==> src/rtl/core/pidtc_pkg.sv <==
// Shared types and constants of the PID temperature controller.
// No dependencies; every other file of the block but pidtc_smul refers to it by scoped names.
`default_nettype none

package pidtc_pkg;

  localparam int GAIN_W    = 24;
  localparam int TEMP_W    = 17;
  localparam int ERR_W     = 18;
  localparam int IDX_W     = 2;
  // Gain products: signed err (ERR_W) times unsigned gain (GAIN_W), one guard bit.
  localparam int PROD_W    = ERR_W + GAIN_W + 1;
  // Q.16 term after dropping 8 fraction bits of the Q.24 product.
  localparam int TERM_W    = ERR_W + GAIN_W - 8;
  localparam int INTEG_W   = 32;
  localparam int FRAC_W    = 16;

  // Sensor scale 2^16 * 256 / 2.03636, fits in 24 bits as a positive number.
  localparam logic [GAIN_W-1:0] SENSOR_K   = 24'd8238826;
  localparam logic [TEMP_W-1:0] TEMP_MAX   = 17'h1FFFF;
  localparam logic [FRAC_W-1:0] ROUND_HALF = 16'h8000;

  localparam logic [GAIN_W-1:0] KP_RESET = 24'd655360;
  localparam logic [GAIN_W-1:0] KI_RESET = 24'd13107;
  localparam logic [GAIN_W-1:0] KD_RESET = 24'd328;

  typedef enum logic [IDX_W-1:0] {
    REG_KP = 2'd0,
    REG_KI = 2'd1,
    REG_KD = 2'd2
  } reg_idx_t;

  typedef struct packed {
    logic [GAIN_W-1:0] kp;
    logic [GAIN_W-1:0] ki;
    logic [GAIN_W-1:0] kd;
  } gains_t;

  typedef enum logic [7:0] {
    S_IDLE  = 8'b0000_0001,
    S_SCALE = 8'b0000_0010,
    S_TEMP  = 8'b0000_0100,
    S_ERR   = 8'b0000_1000,
    S_GAIN  = 8'b0001_0000,
    S_ACCUM = 8'b0010_0000,
    S_SUM   = 8'b0100_0000,
    S_WRITE = 8'b1000_0000
  } state_t;

endpackage

`default_nettype wire

==> src/rtl/core/pidtc_ifs.sv <==
// Valid/ready channels of the PID temperature controller: sample in, result out.
// Depends on pidtc_pkg for the fixed field widths.
`default_nettype none

interface pidtc_in_if #(
  parameter int ADC_BITS = 10
);
  logic                valid;
  logic                ready;
  logic [ADC_BITS-1:0] reference_code;
  logic [ADC_BITS-1:0] sensor_code;

  modport source (output valid, output reference_code, output sensor_code, input ready);
  modport sink   (input valid, input reference_code, input sensor_code, output ready);
endinterface

interface pidtc_out_if #(
  parameter int DUTY_BITS = 10
);
  logic                                valid;
  logic                                ready;
  logic        [DUTY_BITS-1:0]         heater_duty;
  logic signed [pidtc_pkg::ERR_W-1:0]  control_error;
  logic        [pidtc_pkg::TEMP_W-1:0] reference_temp;
  logic        [pidtc_pkg::TEMP_W-1:0] sensor_temp;

  modport source (output valid, output heater_duty, output control_error,
                  output reference_temp, output sensor_temp, input ready);
  modport sink   (input valid, input heater_duty, input control_error,
                  input reference_temp, input sensor_temp, output ready);
endinterface

`default_nettype wire

==> src/rtl/core/pidtc_regs.sv <==
// Gain register file of the PID temperature controller.
// Depends on pidtc_pkg for the index codes, reset values and gains_t.
`default_nettype none

module pidtc_regs (
  input  wire logic                           clk,
  input  wire logic                           rst,
  input  wire logic                           cfg_we,
  input  wire logic [pidtc_pkg::IDX_W-1:0]    cfg_index,
  input  wire logic [pidtc_pkg::GAIN_W-1:0]   cfg_data,
  output pidtc_pkg::gains_t                   gains
);

  pidtc_pkg::gains_t regs;

  always_ff @(posedge clk) begin
    if (rst) begin
      regs.kp <= pidtc_pkg::KP_RESET;
      regs.ki <= pidtc_pkg::KI_RESET;
      regs.kd <= pidtc_pkg::KD_RESET;
    end else if (cfg_we) begin
      unique case (pidtc_pkg::reg_idx_t'(cfg_index))
        pidtc_pkg::REG_KP: regs.kp <= cfg_data;
        pidtc_pkg::REG_KI: regs.ki <= cfg_data;
        pidtc_pkg::REG_KD: regs.kd <= cfg_data;
        default: ;  // drop writes to unused indexes
      endcase
    end
  end

  assign gains = regs;

endmodule

`default_nettype wire

==> src/rtl/core/pidtc_smul.sv <==
// Bit-serial shift-add multiplier: signed multiplicand times unsigned multiplier,
// one multiplier bit per cycle. No package dependencies.
`default_nettype none

module pidtc_smul #(
  parameter int A_W = 18,
  parameter int B_W = 24
) (
  input  wire logic                   clk,
  input  wire logic                   rst,
  input  wire logic                   start,
  input  wire logic signed [A_W-1:0]  a,
  input  wire logic        [B_W-1:0]  b,
  output logic                        busy,
  output logic signed [A_W+B_W:0]     product
);

  localparam int CW = $clog2(B_W + 1);

  logic signed [A_W:0]   hi;
  logic        [B_W-1:0] lo;
  logic signed [A_W-1:0] mcand;
  logic        [CW-1:0]  cnt;
  logic signed [A_W:0]   psum;

  // Partial sum stays within A_W+1 signed bits for an unsigned multiplier.
  always_comb begin
    psum = lo[0] ? hi + {mcand[A_W-1], mcand} : hi;
  end

  always_ff @(posedge clk) begin
    if (rst) begin
      busy <= 1'b0;
      cnt  <= '0;
    end else if (start) begin
      busy <= 1'b1;
      cnt  <= CW'(B_W);
    end else if (busy) begin
      cnt <= cnt - CW'(1);
      if (cnt == CW'(1)) begin
        busy <= 1'b0;
      end
    end
  end

  always_ff @(posedge clk) begin
    if (start) begin
      hi    <= '0;
      lo    <= b;
      mcand <= a;
    end else if (busy) begin
      // shift the product right one place, multiplier bits fall out of lo
      hi <= {psum[A_W], psum[A_W:1]};
      lo <= {psum[0], lo[B_W-1:1]};
    end
  end

  assign product = {hi, lo};

endmodule

`default_nettype wire

==> src/rtl/core/pid_temperature_controller_top.sv <==
// Top level of the PID temperature controller (derivative on measurement).
// Depends on pidtc_pkg, pidtc_ifs, pidtc_regs and pidtc_smul.
//
//   channel  dir  handshake     word
//   sample   in   valid/ready   reference_code, sensor_code
//   result   out  valid/ready   heater_duty, control_error, reference_temp, sensor_temp
//   cfg      in   cfg_we        cfg_index, cfg_data (gain registers kp, ki, kd)
//
// One word passes from accept to result through the serial sensor-scaling
// multiplier, the temperature and error steps, the three serial gain multipliers
// running side by side, and the accumulate, sum and write steps.
// A new sample is taken once the previous one has left the sequencer, even while
// its result still waits in the output register. Synchronous reset clears the
// gains to their defaults, the integral and previous sensor value to zero.
`default_nettype none

module pid_temperature_controller_top #(
  parameter int ADC_BITS  = 10,
  parameter int DUTY_BITS = 10
) (
  input  wire logic                          clk,
  input  wire logic                          rst,
  input  wire logic                          cfg_we,
  input  wire logic [pidtc_pkg::IDX_W-1:0]   cfg_index,
  input  wire logic [pidtc_pkg::GAIN_W-1:0]  cfg_data,
  pidtc_in_if.sink                           sample,
  pidtc_out_if.source                        result
);

  localparam int TEMP_W  = pidtc_pkg::TEMP_W;
  localparam int ERR_W   = pidtc_pkg::ERR_W;
  localparam int GAIN_W  = pidtc_pkg::GAIN_W;
  localparam int TERM_W  = pidtc_pkg::TERM_W;
  localparam int INTEG_W = pidtc_pkg::INTEG_W;
  localparam int FRAC_W  = pidtc_pkg::FRAC_W;
  // raw temperature width before saturation, not narrower than TEMP_W for ADC_BITS >= 8
  localparam int TW      = ADC_BITS + 9;
  localparam int SP_W    = GAIN_W + ADC_BITS + 1;
  localparam int PD_W    = TERM_W + 1;
  localparam int SUM_W   = TERM_W + 2;
  localparam int Q_W     = SUM_W - 1 - FRAC_W;

  pidtc_pkg::state_t state, state_next;
  pidtc_pkg::gains_t gains;

  logic [ADC_BITS-1:0]       rc_q;
  logic [ADC_BITS-1:0]       sc_q;
  logic [TEMP_W-1:0]         ref_temp;
  logic [TEMP_W-1:0]         sens_temp;
  logic [TEMP_W-1:0]         prev_sens;
  logic signed [ERR_W-1:0]   err_q;
  logic signed [INTEG_W-1:0] integ;
  logic signed [PD_W-1:0]    pd;
  logic [DUTY_BITS-1:0]      duty_q;

  logic                      sample_fire;
  logic                      sens_busy;
  logic signed [SP_W-1:0]    sens_prod;
  logic                      gain_start;
  logic                      kp_busy, ki_busy, kd_busy;
  logic signed [pidtc_pkg::PROD_W-1:0] kp_prod, ki_prod, kd_prod;
  logic signed [TERM_W-1:0]  prop, iterm, deriv;

  logic [TW-1:0]             ref_raw;
  logic [SP_W-1:0]           sens_rnd;
  logic [TW-1:0]             sens_raw;
  logic signed [ERR_W-1:0]   err_c;
  logic signed [ERR_W-1:0]   dsens_c;
  logic signed [INTEG_W+2:0] isum;
  logic signed [SUM_W-1:0]   total;
  logic [Q_W-1:0]            q;
  logic [DUTY_BITS-1:0]      duty_c;
  logic                      result_load;

  pidtc_regs u_regs (
    .clk       (clk),
    .rst       (rst),
    .cfg_we    (cfg_we),
    .cfg_index (cfg_index),
    .cfg_data  (cfg_data),
    .gains     (gains)
  );

  assign sample_fire  = sample.valid && sample.ready;
  assign sample.ready = (state == pidtc_pkg::S_IDLE);
  assign gain_start   = (state == pidtc_pkg::S_ERR);

  // sensor code times SENSOR_K, one code bit a cycle
  pidtc_smul #(.A_W(GAIN_W), .B_W(ADC_BITS)) u_sens_mul (
    .clk     (clk),
    .rst     (rst),
    .start   (sample_fire),
    .a       (pidtc_pkg::SENSOR_K),
    .b       (sample.sensor_code),
    .busy    (sens_busy),
    .product (sens_prod)
  );

  pidtc_smul #(.A_W(ERR_W), .B_W(GAIN_W)) u_kp_mul (
    .clk (clk), .rst (rst), .start (gain_start),
    .a (err_c), .b (gains.kp), .busy (kp_busy), .product (kp_prod)
  );

  pidtc_smul #(.A_W(ERR_W), .B_W(GAIN_W)) u_ki_mul (
    .clk (clk), .rst (rst), .start (gain_start),
    .a (err_c), .b (gains.ki), .busy (ki_busy), .product (ki_prod)
  );

  pidtc_smul #(.A_W(ERR_W), .B_W(GAIN_W)) u_kd_mul (
    .clk (clk), .rst (rst), .start (gain_start),
    .a (dsens_c), .b (gains.kd), .busy (kd_busy), .product (kd_prod)
  );

  // Q.24 -> Q.16: dropping the low bits of a two's complement word floors
  assign prop  = kp_prod[TERM_W+7:8];
  assign iterm = ki_prod[TERM_W+7:8];
  assign deriv = kd_prod[TERM_W+7:8];

  always_comb begin
    ref_raw  = (TW'(rc_q) << 4) + (TW'(rc_q) << 3) + TW'(rc_q);
    sens_rnd = SP_W'(sens_prod) + SP_W'(pidtc_pkg::ROUND_HALF);
    sens_raw = sens_rnd[SP_W-1:FRAC_W];
    err_c    = $signed({1'b0, ref_temp}) - $signed({1'b0, sens_temp});
    dsens_c  = $signed({1'b0, prev_sens}) - $signed({1'b0, sens_temp});
    isum     = {{3{integ[INTEG_W-1]}}, integ} + (INTEG_W+3)'(iterm);
    total    = {pd[PD_W-1], pd} + SUM_W'(integ);
    q        = total[SUM_W-2:FRAC_W];
    priority if (total[SUM_W-1] || q == '0) begin
      duty_c = '0;
    end else if (q[Q_W-1:DUTY_BITS] != '0) begin
      duty_c = '1;
    end else begin
      duty_c = q[DUTY_BITS-1:0];
    end
  end

  always_comb begin
    state_next = state;
    unique case (state)
      pidtc_pkg::S_IDLE:  if (sample.valid) state_next = pidtc_pkg::S_SCALE;
      pidtc_pkg::S_SCALE: if (!sens_busy) state_next = pidtc_pkg::S_TEMP;
      pidtc_pkg::S_TEMP:  state_next = pidtc_pkg::S_ERR;
      pidtc_pkg::S_ERR:   state_next = pidtc_pkg::S_GAIN;
      pidtc_pkg::S_GAIN:  if (!kp_busy) state_next = pidtc_pkg::S_ACCUM;
      pidtc_pkg::S_ACCUM: state_next = pidtc_pkg::S_SUM;
      pidtc_pkg::S_SUM:   state_next = pidtc_pkg::S_WRITE;
      pidtc_pkg::S_WRITE: if (result_load) state_next = pidtc_pkg::S_IDLE;
      default:            state_next = pidtc_pkg::S_IDLE;
    endcase
  end

  assign result_load = (state == pidtc_pkg::S_WRITE) && (!result.valid || result.ready);

  always_ff @(posedge clk) begin
    if (rst) begin
      state        <= pidtc_pkg::S_IDLE;
      integ        <= '0;
      prev_sens    <= '0;
      result.valid <= 1'b0;
    end else begin
      state <= state_next;
      if (state == pidtc_pkg::S_ERR) begin
        prev_sens <= sens_temp;
      end
      if (state == pidtc_pkg::S_ACCUM) begin
        // saturate at the 32-bit limits
        if (isum[INTEG_W+2:INTEG_W-1] != '0 && isum[INTEG_W+2:INTEG_W-1] != '1) begin
          integ <= isum[INTEG_W+2] ? {1'b1, {(INTEG_W-1){1'b0}}}
                                   : {1'b0, {(INTEG_W-1){1'b1}}};
        end else begin
          integ <= isum[INTEG_W-1:0];
        end
      end
      if (result_load) begin
        result.valid <= 1'b1;
      end else if (result.ready) begin
        result.valid <= 1'b0;
      end
    end
  end

  always_ff @(posedge clk) begin
    if (sample_fire) begin
      rc_q <= sample.reference_code;
      sc_q <= sample.sensor_code;
    end
    if (state == pidtc_pkg::S_TEMP) begin
      ref_temp  <= (ref_raw  > TW'(pidtc_pkg::TEMP_MAX)) ? pidtc_pkg::TEMP_MAX
                                                         : ref_raw[TEMP_W-1:0];
      sens_temp <= (sens_raw > TW'(pidtc_pkg::TEMP_MAX)) ? pidtc_pkg::TEMP_MAX
                                                         : sens_raw[TEMP_W-1:0];
    end
    if (state == pidtc_pkg::S_ERR) begin
      err_q <= err_c;
    end
    if (state == pidtc_pkg::S_ACCUM) begin
      pd <= PD_W'(prop) + PD_W'(deriv);
    end
    if (state == pidtc_pkg::S_SUM) begin
      duty_q <= duty_c;
    end
    if (result_load) begin
      result.heater_duty    <= duty_q;
      result.control_error  <= err_q;
      result.reference_temp <= ref_temp;
      result.sensor_temp    <= sens_temp;
    end
  end

  // sc_q is kept for the multiplier start check below
  a_sens_start: assert property (@(posedge clk) disable iff (rst)
    sample_fire |=> sens_busy && state == pidtc_pkg::S_SCALE && sc_q == $past(sample.sensor_code))
    else $error("sensor multiply did not start on accept");

  a_lanes_in_step: assert property (@(posedge clk) disable iff (rst)
    (kp_busy || ki_busy || kd_busy) |-> state == pidtc_pkg::S_GAIN && kp_busy && ki_busy && kd_busy)
    else $error("gain multipliers out of step with sequencer");

  a_integ_hold: assert property (@(posedge clk) disable iff (rst)
    state != pidtc_pkg::S_ACCUM |=> $stable(integ))
    else $error("integral changed outside accumulate step");

  a_result_wait: assert property (@(posedge clk) disable iff (rst)
    state == pidtc_pkg::S_WRITE && result.valid && !result.ready |=>
      state == pidtc_pkg::S_WRITE && result.valid)
    else $error("result register overwritten while full");

endmodule

`default_nettype wire
==> src/flat_wrapper.sv <==
// flat-port wrapper written by rule: the top's interface ports become plain ports
module pid_temperature_controller_top_flat 
#(
  parameter int ADC_BITS  = 10,
  parameter int DUTY_BITS = 10
)
  (clk, rst, cfg_we, cfg_index, cfg_data, sample_valid, sample_reference_code, sample_sensor_code, sample_ready, result_valid, result_heater_duty, result_control_error, result_reference_temp, result_sensor_temp, result_ready);
  pidtc_in_if #(.ADC_BITS(ADC_BITS)) sample_i ();
  pidtc_out_if #(.DUTY_BITS(DUTY_BITS)) result_i ();
  input  wire logic clk;
  input  wire logic rst;
  input  wire logic cfg_we;
  input  wire logic [pidtc_pkg::IDX_W-1:0] cfg_index;
  input  wire logic [pidtc_pkg::GAIN_W-1:0] cfg_data;
  input wire logic [$bits(sample_i.valid)-1:0] sample_valid;
  input wire logic [$bits(sample_i.reference_code)-1:0] sample_reference_code;
  input wire logic [$bits(sample_i.sensor_code)-1:0] sample_sensor_code;
  output wire logic [$bits(sample_i.ready)-1:0] sample_ready;
  output wire logic [$bits(result_i.valid)-1:0] result_valid;
  output wire logic [$bits(result_i.heater_duty)-1:0] result_heater_duty;
  output wire logic [$bits(result_i.control_error)-1:0] result_control_error;
  output wire logic [$bits(result_i.reference_temp)-1:0] result_reference_temp;
  output wire logic [$bits(result_i.sensor_temp)-1:0] result_sensor_temp;
  input wire logic [$bits(result_i.ready)-1:0] result_ready;
  assign sample_i.valid = sample_valid;
  assign sample_i.reference_code = sample_reference_code;
  assign sample_i.sensor_code = sample_sensor_code;
  assign sample_ready = sample_i.ready;
  assign result_valid = result_i.valid;
  assign result_heater_duty = result_i.heater_duty;
  assign result_control_error = result_i.control_error;
  assign result_reference_temp = result_i.reference_temp;
  assign result_sensor_temp = result_i.sensor_temp;
  assign result_i.ready = result_ready;
  pid_temperature_controller_top #(.ADC_BITS(ADC_BITS), .DUTY_BITS(DUTY_BITS)) u_core (.clk(clk), .rst(rst), .cfg_we(cfg_we), .cfg_index(cfg_index), .cfg_data(cfg_data), .sample(sample_i), .result(result_i));
endmodule
==> config.mk <==
export PLATFORM = sky130hd
export DESIGN_NAME = pid_temperature_controller_top_flat
export DESIGN_NICKNAME = d
export VERILOG_FILES = /design/src/rtl/core/pidtc_pkg.sv /design/src/rtl/core/pidtc_ifs.sv /design/src/rtl/core/pidtc_regs.sv /design/src/rtl/core/pidtc_smul.sv /design/src/rtl/core/pid_temperature_controller_top.sv /design/src/flat_wrapper.sv
export SDC_FILE = /design/constraint.sdc
export NUM_CORES = 1
export LEC_CHECK = 0
export ABC_AREA = 1
export BUFFER_PORTS_ARGS = -buffer_cell sky130_fd_sc_hd__buf_4
export CAP_MARGIN = 5
export CORE_ASPECT_RATIO = 2
export CORE_MARGIN = 4
export CORE_UTILIZATION = 63
export DETAILED_ROUTE_END_ITERATION = 6
export GPL_TIMING_DRIVEN = 0
export PLACE_DENSITY = 0.89
export SLEW_MARGIN = 20
export SYNTH_ARGS = -nofsm -noshare
export SYNTH_HDL_FRONTEND = slang
export SYNTH_SLANG_ARGS = --single-unit
==> constraint.sdc <==
create_clock -name clk -period 5.2 [get_ports clk]
set_clock_uncertainty 0.15 [all_clocks]
set_input_delay 0.26 -clock clk [delete_from_list [all_inputs] [get_ports clk]]
set_output_delay 0.26 -clock clk [all_outputs]
set_load 0.01 [all_outputs]
==> impl_results.md, run 1 <==
- Status: finished clean
- Hold Startpoint: cfg_index[1]
- Remaining Overflow, GRT: 0
- Logic gate share of total power: 0.223
- Post-synth top area cell: edfxtp_1
- Vias: approximately 28,000
- Vias in the first global route: approximately 30,000
- Mapped Nets: around 4,200
- Final Util: 0.720
- Layout area overhead: 12.6%
- TritonCTS Buffers: 43
- CTS H-tree depth: 2
- Placed wire-length estimate: 74,200 microns
- Crit path top cell by count: nor2_1
- Switching pwr: 3.32 mW
- Cells after synthesis: 3,925
- Yosys warns: 0
- Largest net degree at the start of global routing: 37
- Crit-path cells: ha_1 > nand2_1 > nor2_1 > nand2_1 > nor3_1 > nand2_1 > nand3_1 > nand2_1 > nor2_1 > inv_1 > nor2_1 > nand3_2 > nor2_1 > nor2_1
- I/O pin cnt: roughly 120
- Die Area: around 52,000 sq um
- CP endpoint kind: register
- Placeable Area: roughly 48,000 sq um
- Pins Over Slew Limit: 0
- Row cnt: around 110
- Multi-input logic area: 15,600 sq um
- Slew @ Worst Pin: 1.04 ns
- PortBufs: 113
- Avg Cell Area, Syn: about 8 sq um
- Clk network pwr share: 0.342
- Crit path from: u_core.pd[28]
- Clk sink count: 498
- Fin nets: 4,415
- Leakage: 15.9 nW
- Starting Density: 0.639
- Clock Path Buffers: 3
- Setup TNS: 0 ns
- Routed wire length: about 100,000 microns
- Critical Path Source Type: register
- Setup CP Type: reg2reg
- Sw Ratio: 0.309
- Root buffer cell: clkbuf_16
- First-pass DRT Iterations: 6
- Critical-path top delay cell: nor2_1
- Period utilization: 0.679
- Period minus WS final: 3.53 ns
- CTS tree: built
- Antenna violations before repair: 5
- Final ANT Viol Nets: 0
- Final Hold Violating Endpoints: 0
- Sequential power share: 0.435
- Die X: between 150 and 200 microns
- Req. time, crit path: between 5 and 6 ns
- Cell-internal power: 7.41 mW
- Max IR drop VDD: 358 uV
- Min-Delay Path Class: in2reg
- Share of post-route cells with drive strength above 1: 0.0808
- Post-CTS Setup Repair Bufs: 0
- Die height: 319 microns
- Routed wire per std cell: around 20 microns
- Initial DRC Count: 1,900
- Final setup viols: 0
- Post-synthesis cell area: 30,500 sq um
- Gp weighted congestion: 1.03
- Crit path DAT: approximately 3.7 ns
- Filler Cells Inserted: about 3,700
- Clock-pin transition on the worst setup and hold timing paths: 0.08 ns
- Post-synthesis sequential area ratio: 0.414
- Total track usage: 0.373
- Max FO, Critical Path: 10
- Pwr Density: ~310 nW/um^2
- Worst r2r src: u_core.pd[28]
- Synth cell types: 57
- First-pass GRT wire length: 152,000 microns
- Vias per inst: 5.92
- Synth async-reset ratio: 0
- FMAX: 0.283 GHz
- Ranking of synthesized cells by area: edfxtp_1 26%, dfxtp_1 15%, nand2_1 12%
- RSZ-0062 raised after global routing: no
- Max_cap viols: 0
- Worst skew pair latency: 0.58 ns
- Rel. slew slack: 0.307
- Post-route DRC: 0
- Post-synth EDFFs: 267
- Place WS: 1.79 ns
- Register area: 12,600 sq um
- Primary FF master, synth: edfxtp_1
- Synth Register Bits: 498
- Yosys top cell area share: 0.263
- Worst path max stage delay: 0.62 ns
- Setup ws final: ~1.7 ns
==> cell families after synthesis <==
family,after synthesis,share of synthesized area
compound gates,770,0.140
other cells,1,0.000123
buf+inv,592,0.0766
flops,498,0.414
simple gates,1679,0.228
xor+xnor,158,0.0453
fa+ha+maj,227,0.0952
==> routing by layer <==
| metal | share of wire | track usage | vias up | routed length (microns) |
|---|---|---|---|---|
| met3 | 0.062 | 0.0662 | 606 | 6100 |
| met1 | 0.30 | 0.323 | 13000 | 29300 |
| met5 | 0 | 0 | - | 0 |
| met2 | 0.51 | 0.674 | 1366 | 49900 |
| met4 | 0.13 | 0.390 | 0 | 13000 |
| li1 | - | - | 13500 | - |
==> Yosys cell counts, drive strengths merged (62+ instances only) <==
library cell / n
ha: 218
inv: 492
o21ai: 304
clkbuf: 62
a21oi: 329
xor2: 108
nor2: 366
edfxtp: 267
dfxtp: 231
nand3: 183
nand2: 1012
==> through the flow <==
stage | instances | hold slack, ns | instance area (sq um) | power, mW
final | 4809 | 0.0526 | 34400 | 10.7
after global routing | 4808 | 0.0423 | 34400 | 11.1
after CTS | 4804 | 0.0145 | 34400 | 10.6
after detailed placement | 4675 | 0.257 | 32300 | 6.99
after global placement | 4670 | 0.250 | 32200 | 6.91
after floorplan | 3925 | 0.209 | 30500 | 6.36
==> registers in the layout (all words and copies together), names as in the netlist, 16 cells and up <==
| signal | count |
|---|---|
| u_core.u_regs.gains | 72 |
| u_core.pd | 35 |
| u_core.integ | 32 |
| u_core.u_kd_mul.lo | 24 |
| u_core.u_ki_mul.lo | 24 |
| u_core.u_kp_mul.lo | 24 |
| u_core.u_sens_mul.hi | 24 |
| u_core.err_q | 18 |
| u_core.result.control_error | 18 |
| u_core.u_kd_mul.hi | 18 |
| u_core.u_kd_mul.mcand | 18 |
| u_core.u_ki_mul.hi | 18 |
| u_core.u_kp_mul.hi | 18 |
| u_core.prev_sens | 17 |
| u_core.result.sensor_temp | 17 |
| u_core.sens_temp | 17 |
| u_core.ref_temp | 16 |
| u_core.result.reference_temp | 16 |
==> critical path: cells and delay by family, from the launching register on <==
family / cells / cell delay (ns)
buffers and inverters: 1 / 0.10
AND/OR/NAND/NOR: 12 / 2.15
flip-flops: 1 / 0.40
adder cells (fa/ha/maj): 1 / 0.47
==> path summary, 6_finish.rpt <==
kind                                                      to  slack [ns]  depth (start not counted)
worst max-delay path                        u_core.duty_q[5]        1.67                         14
worst min register to register  u_core.result.heater_duty[4]        0.27                          0
worst min-delay path                 u_core.u_regs.gains[71]        0.05                          4
worst max register to register              u_core.duty_q[5]        1.67                         14
==> cell usage in the layout, fill, tap and decap left out, types with 116 or more instances in the layout <==
cell type	count
ha_1	218
inv_1	485
buf_4	116
nand2_1	976
nor2_1	357
dfxtp_1	231
o21ai_0	298
a21oi_1	298
edfxtp_1	267
nand3_1	180
==> layout make-up <==
cell class              count  area share
diodes                      5    0.000364
plain buffers              98      0.0142
clock buffers              53      0.0360
clock inverters            27      0.0107
inverters                 494      0.0539
multi-input cells        2835       0.452
flip-flops and latches    498       0.368
well taps                 632      0.0230
repair buffers            167      0.0418
==> power by group through the flow <==
stage	registers, mW	clock network, mW	logic, mW
2_1_floorplan	4.65	0	1.71
6_report	4.67	3.66	2.39
5_1_grt	4.68	3.82	2.64
3_3_place_gp	4.72	0	2.18
4_1_cts	4.65	3.66	2.32
3_5_place_dp	4.73	0	2.26
==> timing repair <==
action	in CTS	in global routing
hold endpoints to repair	94	0
resized for setup	0	0
hold buffers	49	0
Power figures use the tool's default switching activity.
==> inputs of run 2 (changes only) <==
--- a/config.mk
+++ b/config.mk
@@ -10,10 +10,10 @@
 export CAP_MARGIN = 5
 export CORE_ASPECT_RATIO = 2
 export CORE_MARGIN = 4
-export CORE_UTILIZATION = 63
+export CORE_UTILIZATION = 57
 export DETAILED_ROUTE_END_ITERATION = 6
 export GPL_TIMING_DRIVEN = 0
-export PLACE_DENSITY = 0.89
+export PLACE_DENSITY = 0.85
 export SLEW_MARGIN = 20
 export SYNTH_ARGS = -nofsm -noshare
 export SYNTH_HDL_FRONTEND = slang
==> constraint.sdc (replaced) <==
create_clock -name clk -period 2.9 [get_ports clk]
set_clock_uncertainty 0.15 [all_clocks]
set_input_delay 0.145 -clock clk [delete_from_list [all_inputs] [get_ports clk]]
set_output_delay 0.145 -clock clk [all_outputs]
set_load 0.01 [all_outputs]
==> run 2 against run 1 <==
Net effect:
- highest routed layer is now met5
- the flow now finishes with violations (DRC, setup timing)
- first-iteration DRC count grew 11%
- non-clock buffer count increased by 74
- maximum frequency grew 8.7%
- final cell count rose by 2.2%
- sequential power is 79% higher
- global-route usage down 3.9 points
- critical endpoint is now u_core.ref_temp[13]
- setup slack worse by 2.0 ns
- count of clock-buffer cells in the layout decreased by 4
- clock power is 77% higher
- largest cell class unchanged
==> impl_results.md, run 2 (synthesis results as in run 1) <==
- Status: finished, violations left
- Failing checks: DRC, setup timing
- Die X: 172 microns (+4.9%)
- Vias per inst: 5.92 (about the same)
- Crit path from: u_core.rc_q[1]
- Setup CP Type: reg2reg
- Logic gate share of total power: 0.242 (+0.019)
- Largest register FFs: 72 (unchanged)
- Req. time, crit path: 3.08 ns (-2.29 ns)
- Leakage: 16.4 nW (+3.3%)
- Vias in the first global route: 29,400 (-1.1%)
- Clock-pin transition on the worst setup and hold timing paths: 0.07 ns (about the same)
- Slew @ Worst Pin: 1.07 ns (+0.0264 ns)
- Root buffer cell: clkbuf_16
- Placeable Area: 52,900 sq um (+11%)
- Pwr Density: 535 nW/um^2 (+72%)
- Crit path DAT: 3.43 ns (-0.27 ns)
- Worst skew pair latency: 0.60 ns (+0.02 ns)
- Worst r2r src: u_core.rc_q[1]
- Critical Path Source Type: register
- Final setup viols: 48 (+48)
- CP endpoint: u_core.ref_temp[13]
- RSZ-0062 raised after global routing: yes
- Clk sink count: 498 (unchanged)
- Clk network pwr share: 0.331 (-0.011)
- Layout area overhead: 19.7%
- FMAX: 0.308 GHz (+8.7%)
- Initial DRC Count: 2,113 (+11%)
- Most frequent cells in the layout: 933 x nand2_1, 476 x inv_1, 316 x nor2_1, 286 x o21ai_0, 268 x a21oi_1
- Clock Path Buffers: 3 (unchanged)
- R2R Path End: u_core.ref_temp[13]
- Antenna cell count: 0 (-5)
- Remaining Overflow, GRT: 0 (unchanged)
- Die Area: 57,600 sq um (+10%)
- Max IR drop VDD: 624 uV (+74%)
- Final Hold Violating Endpoints: 0 (unchanged)
- Placed wire-length estimate: 73,700 microns (-0.70%)
- Multi-input logic area: 16,900 sq um (+8.7%)
- Post-route DRC: 3 (+3)
- Max_cap viols: 0 (unchanged)
- I/O pin cnt: 115 (unchanged)
- First-pass DRT Iterations: 7 (+1)
- Starting Density: 0.578 (-0.0613)
- CTS H-tree depth: 2 (unchanged)
- Min-Delay Path Class: in2reg
- R2R setup slack: -0.35 ns (-2.02 ns)
- CTS tree: built
- Cell-internal power: 13.3 mW (+79%)
- Setup ws final: -0.345 ns (-2.02 ns)
- TritonCTS Buffers: 45 (+4.7%)
- First-pass GRT wire length: 150,000 microns (-1.2%)
- Rel. slew slack: 0.289 (-0.0176)
- Max FO, Critical Path: 3 (-7)
- Setup TNS: -4.75 ns (-4.75 ns)
- Period utilization: 1.12 (+0.441)
- Switching pwr: 6.31 mW (+90%)
- Filler Cells Inserted: 3,896 (+5.2%)
- Register area: 12,700 sq um (+0.17%)
- Sw Ratio: 0.322 (+0.0131)
- Row cnt: 119 (+5.3%)
- Vias: 29,100 (+2.2%)
- Antenna violations before repair: 2 (-3)
- Largest net degree at the start of global routing: 37 (unchanged)
- Final Util: 0.691 (-0.0284)
- Commonest non-fill, non-tap cell in the layout: nand2_1
- Share of post-route cells with drive strength above 1: 0.149 (+0.0683)
- Period minus WS final: 3.25 ns (-0.283 ns)
- Pins Over Slew Limit: 0 (unchanged)
- CP endpoint kind: register
- Gp weighted congestion: 1.06 (+2.9%)
- Fin nets: 4,493 (+1.8%)
- Final ANT Viol Nets: 0 (unchanged)
- Sequential power share: 0.427 (-0.008)
- Routed wire length: 102,000 microns (+4.0%)
- Worst reg2reg path depth: 15 (+1)
- Die height: 335 microns (+5.0%)
- Routed wire per std cell: 20.8 microns (+1.7%)
- PortBufs: 113 (unchanged)
- Total track usage: 0.334 (-0.0391)
## run 2: area by class of cell
type | instances | area share
multi-input cells | 2837 | 0.463
flip-flops and latches | 498 | 0.346
repair buffers | 241 | 0.0588
inverters | 494 | 0.0508
clock buffers | 49 | 0.0315
well taps | 665 | 0.0228
plain buffers | 98 | 0.0150
clock inverters | 35 | 0.0119
## run 2: worst min-delay path by stage
| stage | startpoint | endpoint | slack [ns] | cells past startpoint |
|---|---|---|---|---|
| 2_1_floorplan | sample_reference_code[0] | u_core.rc_q[0] | 0.09 | 0 |
| 3_3_place_gp | sample_reference_code[4] | u_core.rc_q[4] | 0.17 | 1 |
| 3_5_place_dp | sample_reference_code[2] | u_core.rc_q[2] | 0.17 | 1 |
| 4_1_cts | rst | u_core.u_sens_mul.cnt[3] | 0.0006 | 3 |
| 5_1_grt | rst | u_core.u_ki_mul.cnt[4] | 0.05 | 3 |
| 6_report | rst | u_core.u_sens_mul.cnt[3] | 0.01 | 3 |
## run 2: repair_timing
action	CTS	global route
gates resized for setup	130	187
buffers inserted	22	43
setup endpoints to repair	139	168
hold endpoints to repair	102	0
pin swaps	16	55
hold buffers	54	0
gates cloned	1	5
## run 2: worst max-delay path: stages, from the launching register on
cell,delay [ns]
edfxtp_1,0.46
buf_6,0.17
ha_1,0.20
nand2_1,0.06
nand2_1,0.11
a31oi_2,0.24
xor2_1,0.23
inv_1,0.12
ha_4,0.32
a21oi_4,0.06
o21bai_4,0.17
a21oi_2,0.08
or2_4,0.24
nor2_1,0.09
nand2_1,0.10
xnor2_1,0.16
## run 2: power groups by stage
stage	logic (mW)	registers (mW)	clock network (mW)
finish	4.74	8.36	6.47
global route	5.18	8.38	6.75
CTS	4.25	8.33	6.47
detailed placement	4.04	8.48	0
global placement	3.92	8.47	0
floorplan	3.07	8.33	0
## run 2: per-stage QoR
stage	area, sq um	hold slack [ns]	cells	setup WS, ns	power, mW
finish	36500	0.0144	4917	-0.345	19.6
floorplan	30600	0.0939	3925	-0.0297	11.4
global route	36500	0.0545	4917	-0.426	20.3
global placement	32200	0.173	4703	-1.06	12.4
CTS	35300	0.000630	4869	-0.116	19.1
detailed placement	32300	0.174	4708	-0.565	12.5
## run 2: metal layers
layer	wire, microns	vias to the layer above	share of wire	global-route usage
met2	53100	1350	0.52	0.619
met3	5450	618	0.053	0.0463
li1	-	13600	-	-
met4	12700	2	0.12	0.332
met5	20	-	0.00020	0
met1	31000	13500	0.30	0.291
